## config.mk

```make
export PLATFORM = sky130hd
export DESIGN_NAME = sorted_keyed_row_table
export DESIGN_NICKNAME = d
export VERILOG_FILES = /design/src/rtl/core/skrt_pkg.sv /design/src/rtl/core/sorted_keyed_row_table.sv /design/src/rtl/core/skrt_datapath.sv /design/src/rtl/core/skrt_ctrl.sv
export SDC_FILE = /design/constraint.sdc
export NUM_CORES = 1
export LEC_CHECK = 0
export ABC_CLOCK_PERIOD_IN_PS = 8250
export BUFFER_PORTS_ARGS = -buffer_cell sky130_fd_sc_hd__buf_2
export CAP_MARGIN = 30
export CORE_MARGIN = 4
export CORE_UTILIZATION = 60
export CTS_BUF_LIST = sky130_fd_sc_hd__clkbuf_4
export CTS_CLUSTER_SIZE = 10
export DETAILED_ROUTE_END_ITERATION = 8
export PLACE_DENSITY = 0.83
export REMOVE_ABC_BUFFERS = 1
export SKIP_CTS_REPAIR_TIMING = 1
export SLEW_MARGIN = 20
export SYNTH_ARGS = -nofsm -noshare
export SYNTH_HDL_FRONTEND = slang
export SYNTH_HIERARCHICAL = 1
export SYNTH_SLANG_ARGS = --single-unit
```

## constraint.sdc

```tcl
create_clock -name clk -period 8.25 [get_ports clk]
set_input_delay 0.825 -clock clk [delete_from_list [all_inputs] [get_ports clk]]
set_output_delay 0.825 -clock clk [all_outputs]
set_load 0.02 [all_outputs]
```

## src/rtl/core/skrt_pkg.sv

```systemverilog
// ----------------------------------------------------------------------------
// skrt_pkg
// shared types and constants for the sorted keyed row table
// ----------------------------------------------------------------------------
package skrt_pkg;

    localparam int ACTION_W  = 2;
    localparam int KEY_IN_W  = 16;
    localparam int DATA_W    = 32;
    localparam int STATUS_W  = 3;
    localparam int CFG_W     = 5;
    localparam logic [CFG_W-1:0] CFG_RESET = 5'd16;

    typedef enum logic [ACTION_W-1:0] {
        ACT_INSERT = 2'd0,
        ACT_LOOKUP = 2'd1,
        ACT_CLEAR  = 2'd2
    } action_t;

    typedef enum logic [STATUS_W-1:0] {
        STS_INSERTED  = 3'd0,
        STS_DUPLICATE = 3'd1,
        STS_HIT       = 3'd2,
        STS_MISS      = 3'd3,
        STS_CLEARED   = 3'd4
    } status_t;

    typedef enum logic [1:0] {
        S_IDLE  = 2'd0,
        S_SCAN  = 2'd1,
        S_SHIFT = 2'd2,
        S_DONE  = 2'd3
    } state_t;

    typedef struct packed {
        logic    op_load;
        logic    rd_en;
        logic    rd_next;
        logic    idx_inc;
        logic    wr_en;
        logic    wr_new;
        logic    valid_clr;
        logic    res_load;
        status_t res_status;
        logic    res_hit;
    } cmd_t;

    typedef struct packed {
        logic [ACTION_W-1:0] action;
        logic                n_zero;
        logic                last;
        logic                rd_valid;
        logic                key_eq;
        logic                key_gt;
    } sts_t;

endpackage

```

## src/rtl/core/sorted_keyed_row_table.sv

```systemverilog
// ----------------------------------------------------------------------------
// sorted_keyed_row_table
// key/value table kept in ascending key order, with insert, lookup and clear
// ----------------------------------------------------------------------------
//  channel   handshake             payload
//  ------    ---------             -------
//  input     in_valid / in_ready   action, key, value
//  output    out_valid / out_ready status, found_value
//  config    cfg_write             cfg_data (slots_in_use)
//
//  an insert or lookup walks k slots, k from 0 to slots_in_use
//  the walk visits one entry per cycle through the single read port of the entry memory
//  clear and unknown actions skip the walk and go straight to the result
//  reset empties the table at once and sets slots_in_use to 16
//  a finished result waits in the output register while the next beat is taken
// ----------------------------------------------------------------------------
module sorted_keyed_row_table import skrt_pkg::*; #(
    parameter int SLOTS     = 16,
    parameter int KEY_WIDTH = 16
) (
    input  logic                     clk,
    input  logic                     rst_n,
    input  logic                     cfg_write,
    input  logic [CFG_W-1:0]         cfg_data,
    input  logic                     in_valid,
    output logic                     in_ready,
    input  logic [ACTION_W-1:0]      action,
    input  logic [KEY_IN_W-1:0]      key,
    input  logic signed [DATA_W-1:0] value,
    output logic                     out_valid,
    input  logic                     out_ready,
    output logic [STATUS_W-1:0]      status,
    output logic signed [DATA_W-1:0] found_value
);

    cmd_t cmd;
    sts_t sts;

    skrt_ctrl u_ctrl (
        .clk       (clk),
        .rst_n     (rst_n),
        .in_valid  (in_valid),
        .in_ready  (in_ready),
        .action    (action),
        .out_valid (out_valid),
        .out_ready (out_ready),
        .sts       (sts),
        .cmd       (cmd)
    );

    skrt_datapath #(
        .SLOTS     (SLOTS),
        .KEY_WIDTH (KEY_WIDTH)
    ) u_datapath (
        .clk         (clk),
        .rst_n       (rst_n),
        .cfg_write   (cfg_write),
        .cfg_data    (cfg_data),
        .action      (action),
        .key         (key),
        .value       (value),
        .cmd         (cmd),
        .sts         (sts),
        .status      (status),
        .found_value (found_value)
    );

endmodule

```

## src/rtl/core/skrt_datapath.sv

```systemverilog
// ----------------------------------------------------------------------------
// skrt_datapath
// entry memory, valid bits, scan index, carry stage and result register
// ----------------------------------------------------------------------------
module skrt_datapath import skrt_pkg::*; #(
    parameter int SLOTS     = 16,
    parameter int KEY_WIDTH = 16
) (
    input  logic                       clk,
    input  logic                       rst_n,
    input  logic                       cfg_write,
    input  logic [CFG_W-1:0]           cfg_data,
    input  logic [ACTION_W-1:0]        action,
    input  logic [KEY_IN_W-1:0]        key,
    input  logic signed [DATA_W-1:0]   value,
    input  cmd_t                       cmd,
    output sts_t                       sts,
    output logic [STATUS_W-1:0]        status,
    output logic signed [DATA_W-1:0]   found_value
);

    localparam int IDX_W = (SLOTS > 1) ? $clog2(SLOTS) : 1;
    localparam int CNT_W = $clog2(SLOTS + 1);

    logic [KEY_WIDTH-1:0] key_mem [SLOTS];
    logic [DATA_W-1:0]    data_mem [SLOTS];

    logic [SLOTS-1:0]     valid_reg;
    logic [CFG_W-1:0]     cfg_reg;
    logic [IDX_W-1:0]     idx_reg;
    logic [ACTION_W-1:0]  op_action_reg;
    logic [KEY_WIDTH-1:0] op_key_reg;
    logic [DATA_W-1:0]    op_value_reg;
    logic                 rd_valid_reg;
    logic [KEY_WIDTH-1:0] rd_key_reg;
    logic [DATA_W-1:0]    rd_data_reg;
    logic                 carry_valid_reg;
    logic [KEY_WIDTH-1:0] carry_key_reg;
    logic [DATA_W-1:0]    carry_data_reg;
    logic [STATUS_W-1:0]  status_reg;
    logic [DATA_W-1:0]    found_reg;

    logic [CNT_W-1:0]     n_act;
    logic [IDX_W-1:0]     rd_addr;
    logic [KEY_WIDTH-1:0] wr_key;
    logic [DATA_W-1:0]    wr_data;
    logic                 wr_valid;

    always_comb
    begin
        if (int'(cfg_reg) > SLOTS)
        begin
            n_act = CNT_W'(SLOTS);
        end
        else
        begin
            n_act = CNT_W'(cfg_reg);
        end
    end

    assign rd_addr  = cmd.rd_next ? (idx_reg + IDX_W'(1)) : '0;
    assign wr_key   = cmd.wr_new ? op_key_reg   : carry_key_reg;
    assign wr_data  = cmd.wr_new ? op_value_reg : carry_data_reg;
    assign wr_valid = cmd.wr_new ? 1'b1         : carry_valid_reg;

    assign sts.action   = op_action_reg;
    assign sts.n_zero   = (n_act == '0);
    assign sts.last     = ((CNT_W'(idx_reg) + CNT_W'(1)) == n_act);
    assign sts.rd_valid = rd_valid_reg;
    assign sts.key_eq   = (rd_key_reg == op_key_reg);
    assign sts.key_gt   = (op_key_reg > rd_key_reg);

    assign status      = status_reg;
    assign found_value = signed'(found_reg);

    // control state
    always_ff @(posedge clk or negedge rst_n)
    begin
        if (!rst_n)
        begin
            valid_reg <= '0;
            cfg_reg   <= CFG_RESET;
            idx_reg   <= '0;
        end
        else
        begin
            if (cfg_write)
            begin
                cfg_reg <= cfg_data;
            end
            if (cmd.valid_clr)
            begin
                valid_reg <= '0;
            end
            else if (cmd.wr_en)
            begin
                valid_reg[idx_reg] <= wr_valid;
            end
            if (cmd.op_load)
            begin
                idx_reg <= '0;
            end
            else if (cmd.idx_inc)
            begin
                idx_reg <= idx_reg + IDX_W'(1);
            end
        end
    end

    // entry memory, one write and one registered read per cycle
    always_ff @(posedge clk)
    begin
        if (cmd.wr_en)
        begin
            key_mem[idx_reg]  <= wr_key;
            data_mem[idx_reg] <= wr_data;
        end
        if (cmd.rd_en)
        begin
            rd_key_reg   <= key_mem[rd_addr];
            rd_data_reg  <= data_mem[rd_addr];
            rd_valid_reg <= valid_reg[rd_addr];
        end
    end

    // operand, carry and result payload
    always_ff @(posedge clk)
    begin
        if (cmd.op_load)
        begin
            op_action_reg <= action;
            op_key_reg    <= KEY_WIDTH'(key);
            op_value_reg  <= unsigned'(value);
        end
        if (cmd.wr_en)
        begin
            carry_valid_reg <= rd_valid_reg;
            carry_key_reg   <= rd_key_reg;
            carry_data_reg  <= rd_data_reg;
        end
        if (cmd.res_load)
        begin
            status_reg <= cmd.res_status;
            found_reg  <= cmd.res_hit ? rd_data_reg : '0;
        end
    end

    a_clear_empties: assert property (@(posedge clk) disable iff (!rst_n)
        cmd.valid_clr |=> (valid_reg == '0))
        else $error("valid bits not cleared");

endmodule

```

## src/rtl/core/skrt_ctrl.sv

```systemverilog
// ----------------------------------------------------------------------------
// skrt_ctrl
// sequencer for scan, shift and result hand-off
// ----------------------------------------------------------------------------
module skrt_ctrl import skrt_pkg::*; (
    input  logic                clk,
    input  logic                rst_n,
    input  logic                in_valid,
    output logic                in_ready,
    input  logic [ACTION_W-1:0] action,
    output logic                out_valid,
    input  logic                out_ready,
    input  sts_t                sts,
    output cmd_t                cmd
);

    state_t  state_reg, state_next;
    status_t pend_status_reg, pend_status_next;
    logic    pend_hit_reg, pend_hit_next;
    logic    out_valid_reg, out_valid_next;

    always_ff @(posedge clk or negedge rst_n)
    begin
        if (!rst_n)
        begin
            state_reg       <= S_IDLE;
            pend_status_reg <= STS_MISS;
            pend_hit_reg    <= 1'b0;
            out_valid_reg   <= 1'b0;
        end
        else
        begin
            state_reg       <= state_next;
            pend_status_reg <= pend_status_next;
            pend_hit_reg    <= pend_hit_next;
            out_valid_reg   <= out_valid_next;
        end
    end

    assign in_ready  = (state_reg == S_IDLE);
    assign out_valid = out_valid_reg;

    always_comb
    begin
        state_next       = state_reg;
        pend_status_next = pend_status_reg;
        pend_hit_next    = pend_hit_reg;
        out_valid_next   = out_valid_reg;
        cmd              = '0;
        cmd.res_status   = pend_status_reg;
        cmd.res_hit      = pend_hit_reg;

        if (out_valid_reg && out_ready)
        begin
            out_valid_next = 1'b0;
        end

        unique case (state_reg)
            S_IDLE:
            begin
                if (in_valid)
                begin
                    cmd.op_load   = 1'b1;
                    cmd.rd_en     = 1'b1;
                    pend_hit_next = 1'b0;
                    state_next    = S_DONE;
                    unique case (action)
                        ACT_INSERT:
                        begin
                            pend_status_next = STS_INSERTED;
                            if (!sts.n_zero)
                            begin
                                state_next = S_SCAN;
                            end
                        end
                        ACT_LOOKUP:
                        begin
                            pend_status_next = STS_MISS;
                            if (!sts.n_zero)
                            begin
                                state_next = S_SCAN;
                            end
                        end
                        ACT_CLEAR:
                        begin
                            cmd.valid_clr    = 1'b1;
                            pend_status_next = STS_CLEARED;
                        end
                        default:
                        begin
                            pend_status_next = STS_MISS;
                        end
                    endcase
                end
            end
            S_SCAN:
            begin
                if (sts.action == ACT_LOOKUP)
                begin
                    priority if (sts.rd_valid && sts.key_eq)
                    begin
                        pend_status_next = STS_HIT;
                        pend_hit_next    = 1'b1;
                        state_next       = S_DONE;
                    end
                    else if (sts.last)
                    begin
                        pend_status_next = STS_MISS;
                        state_next       = S_DONE;
                    end
                    else
                    begin
                        cmd.idx_inc = 1'b1;
                        cmd.rd_en   = 1'b1;
                        cmd.rd_next = 1'b1;
                    end
                end
                else
                begin
                    priority if (sts.rd_valid && sts.key_gt)
                    begin
                        if (sts.last)
                        begin
                            pend_status_next = STS_INSERTED;
                            state_next       = S_DONE;
                        end
                        else
                        begin
                            cmd.idx_inc = 1'b1;
                            cmd.rd_en   = 1'b1;
                            cmd.rd_next = 1'b1;
                        end
                    end
                    else if (sts.rd_valid && sts.key_eq)
                    begin
                        pend_status_next = STS_DUPLICATE;
                        state_next       = S_DONE;
                    end
                    else
                    begin
                        cmd.wr_en  = 1'b1;
                        cmd.wr_new = 1'b1;
                        if (sts.last)
                        begin
                            pend_status_next = STS_INSERTED;
                            state_next       = S_DONE;
                        end
                        else
                        begin
                            cmd.idx_inc = 1'b1;
                            cmd.rd_en   = 1'b1;
                            cmd.rd_next = 1'b1;
                            state_next  = S_SHIFT;
                        end
                    end
                end
            end
            S_SHIFT:
            begin
                cmd.wr_en = 1'b1;
                if (sts.last)
                begin
                    pend_status_next = STS_INSERTED;
                    state_next       = S_DONE;
                end
                else
                begin
                    cmd.idx_inc = 1'b1;
                    cmd.rd_en   = 1'b1;
                    cmd.rd_next = 1'b1;
                end
            end
            S_DONE:
            begin
                if (!out_valid_reg || out_ready)
                begin
                    cmd.res_load   = 1'b1;
                    out_valid_next = 1'b1;
                    state_next     = S_IDLE;
                end
            end
            default:
            begin
                state_next = S_IDLE;
            end
        endcase
    end

    a_load_when_free: assert property (@(posedge clk) disable iff (!rst_n)
        cmd.res_load |-> (!out_valid_reg || out_ready))
        else $error("result loaded over a pending beat");

    a_write_in_walk: assert property (@(posedge clk) disable iff (!rst_n)
        cmd.wr_en |-> (state_reg == S_SCAN || state_reg == S_SHIFT))
        else $error("entry write outside scan or shift");

    a_accept_leaves_idle: assert property (@(posedge clk) disable iff (!rst_n)
        (in_valid && in_ready) |=> (state_reg != S_IDLE))
        else $error("accepted beat left controller idle");

    a_result_follows_done: assert property (@(posedge clk) disable iff (!rst_n)
        cmd.res_load |=> out_valid_reg)
        else $error("loaded result not presented");

endmodule
```

==> impl_results.md <==
* Crit path required time at ~9 ns
* DR vias at approximately 22000
* Die width at approximately 260 um
* DP HPWL at between 40 and 50 mm
* Synth-to-Final Area Change at 13.5%
* CORE AREA at 63400 um2
* Crit Reg-Reg Startpoint: u_datapath/idx_reg[0]
* Hold Crit Class: in -> reg
* Slew Limit Headroom at about 31%
* Post-synth EDFFs at approximately 950
* PD cells at between 300 and 400 nW/um2
* Root Driver: clkbuf_4
* Max Clk Rate at approximately 160 MHz
* TritonCTS clock tree: yes
* RePlAce Congestion at 0.808
* Initial antenna violation count at 3
* Bufs on Longest Clock Path at 3
* Reg-to-reg critical path endpoint: u_datapath/rd_data_reg[4]
* Synth Cell Area at around 39000 um2
* Die area at 68700 um2
* Max H-tree Level at 4
* Tcrit/Tclk final at 73.6%
* Slew Limit Fails at 0
* Layout cells sized above 1 at between 20% and 30%
* Die Y at roughly 260 um
* Largest reg by FF count: u_datapath/data_mem
* Vias in the first global route at 22200
* Post-synth cell types at 52
* Grt ovf at 0
* All-Layer GR Usage at about a quarter
* Sequential share of the synthesized area at 75.8%
* Nets at ~2600
* Tot Pwr at between 15 and 20 mW
* Fin cells at roughly 3600
* Final Setup Violations at 0
* Max VDD drop at 278 uV
* ANT nets after route at 0
* Syn_area_per_cell at 17.2 um2
* Syn Inst Count at roughly 2300
* Total wire length at between 80 and 90 mm
* CP Capture Type: flip-flop
* TritonCTS buffer count at around 230
* Worst Max-Slew Pin Slew at between 1 and 1.5 ns
* DR iter-0 viols at 2764
* Post-Route Skew at 0.0678 ns
* FILL cells at 3721
* Maxcap violations at 0
* CP Class: reg -> reg
* Ys flop type: edfxtp_1
* Largest net degree at the start of global routing at between 150 and 200
* Max FFs per register at between 500 and 600
* Worst path slowest cell: dfrtp_4
* Status: complete, no violations
* CP peak stage delay at 0.99 ns
* Ports at 97
* Yosys warns at 6
* Drt pass-1 iters at 6
* First-pass GRT wire length at roughly 130 mm
* Flop2flop setup slack at approximately 2.2 ns
* Vias per cell at between 6 and 7
* Effective utilization at floorplan at around 61%
* Buffers on Ports at 96
* Crit path launch type: flip-flop
* Ys async rst share at 3.26%
* Clock sink count at a little under 1000
* Leakage power at between 15 and 20 nW
* Crit path launch: u_datapath/idx_reg[0]
* Final Hold Fails at 0
* Wire per inst at 24.8 um
* Top flop regs: u_datapath/data_mem: 512 flops, u_datapath/key_mem: 256 flops
* Std cell rows at 92
* Worst Setup EP: u_datapath/rd_data_reg[4]
* CP Max Fanout at roughly 160
* Setup TNS at 0 ns
* Seq cells post-synth at 983
* Clk_lat worst skew at 1.08 ns
* Crit path arrival time at around 7 ns
* DRC at 0
* Clk slew on worst S/H paths at roughly 0.080 ns
* Final worst path period need at between 6 and 7 ns
* Post-layout util at roughly 69%
* Worst Reg-to-Reg Cells at 13
* RSZ-0062 raised after global routing: false
* Placed cells at 3100
* Cell chain of the critical path: buf_12 > ha_1 > xor2_1 > xnor2_1 > nor3_1 > nor2b_1 > nor2b_1 > nand2_4 > buf_12 > a211oi_1 > a311oi_1 > a211oi_1 > a21oi_1
## final cells by class
type                    count  area, um2  share of cell area [%]
clock inverters            98        634                    1.44
repair buffers            206       1630                    3.70
flip-flops and latches    983      29400                    66.8
inverters                  25       93.8                   0.214
well taps                 846       1060                    2.41
diodes                      1       2.50                 0.00569
multi-input cells        1104       8730                    19.9
clock buffers             323       2420                    5.52
## report_power, final
group          switching, mW  internal [mW]
combinational           2.86           1.48
sequential             0.291           6.94
clock                   1.89           2.09
total                   5.04           10.5
## placed cells by master (no fill, tap or decap), types with 9 or more instances in the layout
| cell type | instances |
|---|---|
| a211oi_1 | 161 |
| a21oi_1 | 62 |
| a311oi_1 | 49 |
| a31oi_1 | 50 |
| and2_1 | 32 |
| buf_12 | 11 |
| buf_2 | 96 |
| buf_4 | 40 |
| bufinv_16 | 9 |
| clkbuf_4 | 323 |
| clkinv_1 | 74 |
| clkinv_2 | 9 |
| dfrtp_1 | 27 |
| dlygate4sd3_1 | 57 |
| edfxtp_1 | 951 |
| ha_1 | 25 |
| inv_1 | 24 |
| mux2_2 | 53 |
| mux2i_1 | 195 |
| mux4_2 | 51 |
| nand2_1 | 206 |
| nor2_1 | 34 |
| nor2_4 | 12 |
| nor2b_1 | 100 |
## worst min path at each step
stage | from | to | slack [ns] | depth (start not counted)
5_1_grt | cfg_write | u_datapath/cfg_reg[2] | 0.004 | 2
6_report | out_ready | u_ctrl/out_valid | 0.09 | 3
3_5_place_dp | u_datapath/rd_data_reg[18] | u_datapath/carry_data_reg[18] | 0.43 | 0
3_3_place_gp | u_datapath/rd_data_reg[19] | u_datapath/carry_data_reg[19] | 0.42 | 0
4_1_cts | rst_n | u_datapath/cfg_reg[1] | -0.27 | 1
2_1_floorplan | u_datapath/rd_data_reg[30] | u_datapath/carry_data_reg[30] | 0.42 | 0
## worst max-delay path, delay by kind of cell (launching register included)
kind	cells	cell delay (ns)
compound gates	4	1.09
xor+xnor	2	0.38
fa+ha+maj	1	0.36
buf+inv	2	1.09
flops	1	0.99
simple gates	4	1.75
## synth_stat cells (all sizes together) (2+ instances only)
cell type	instances	area share [%]
edfxtp	951	74
nand2	207	2.0
mux2i	195	5.0
a211oi	161	3.1
nor2b	102	1.6
clkbuf	70	0.70
buf	69	1.1
a21oi	62	0.80
mux2	53	1.5
mux4	51	3.0
a31oi	50	0.81
a311oi	49	1.1
nor2	46	0.45
and2	36	0.59
dfrtp	29	1.9
ha	25	0.81
inv	25	0.24
nor3	9	0.12
nand2b	8	0.15
o21ai	7	0.090
xor2	5	0.11
nand3	4	0.052
nand4	4	0.065
xnor2	4	0.090
dfstp	3	0.20
o221ai	3	0.068
o22ai	3	0.048
o311ai	3	0.11
a21boi	2	0.039
a21o	2	0.039
nand3b	2	0.039
o21a	2	0.039
## layer usage
metal	global-route usage (%)	up-vias	wire length, um
met5	0	-	0
li1	-	9585	-
met4	8.81	0	2310
met3	6.58	198	10100
met1	35.1	11100	33100
met2	41.3	1530	43200
## kinds of logic (layout without fill, tap and decap cells)
kind of cell / Yosys count / count (layout) / synth area share, %
AO/OA/AOI/OAI: 349 / 349 / 6.39
XOR/XNOR: 9 / 9 / 0.204
adder cells (fa/ha/maj): 25 / 25 / 0.808
buffers and inverters: 164 / 652 / 2.05
flip-flops: 983 / 983 / 75.8
multiplexers: 299 / 299 / 9.55
other: 0 / 1 / 0
AND/OR/NAND/NOR: 422 / 422 / 5.18
## stage by stage
| step | setup WS [ns] | instance area, um2 | hold slack (ns) |
|---|---|---|---|
| floorplan | -7.26 | 38000 | 0.417 |
| global placement | 2.38 | 40100 | 0.424 |
| detailed placement | 2.18 | 40200 | 0.429 |
| CTS | 2.13 | 43300 | -0.274 |
| global route | 1.71 | 43900 | 0.00355 |
| finish | 2.17 | 43900 | 0.0901 |
No activity file was read; power rests on OpenSTA's default activity.
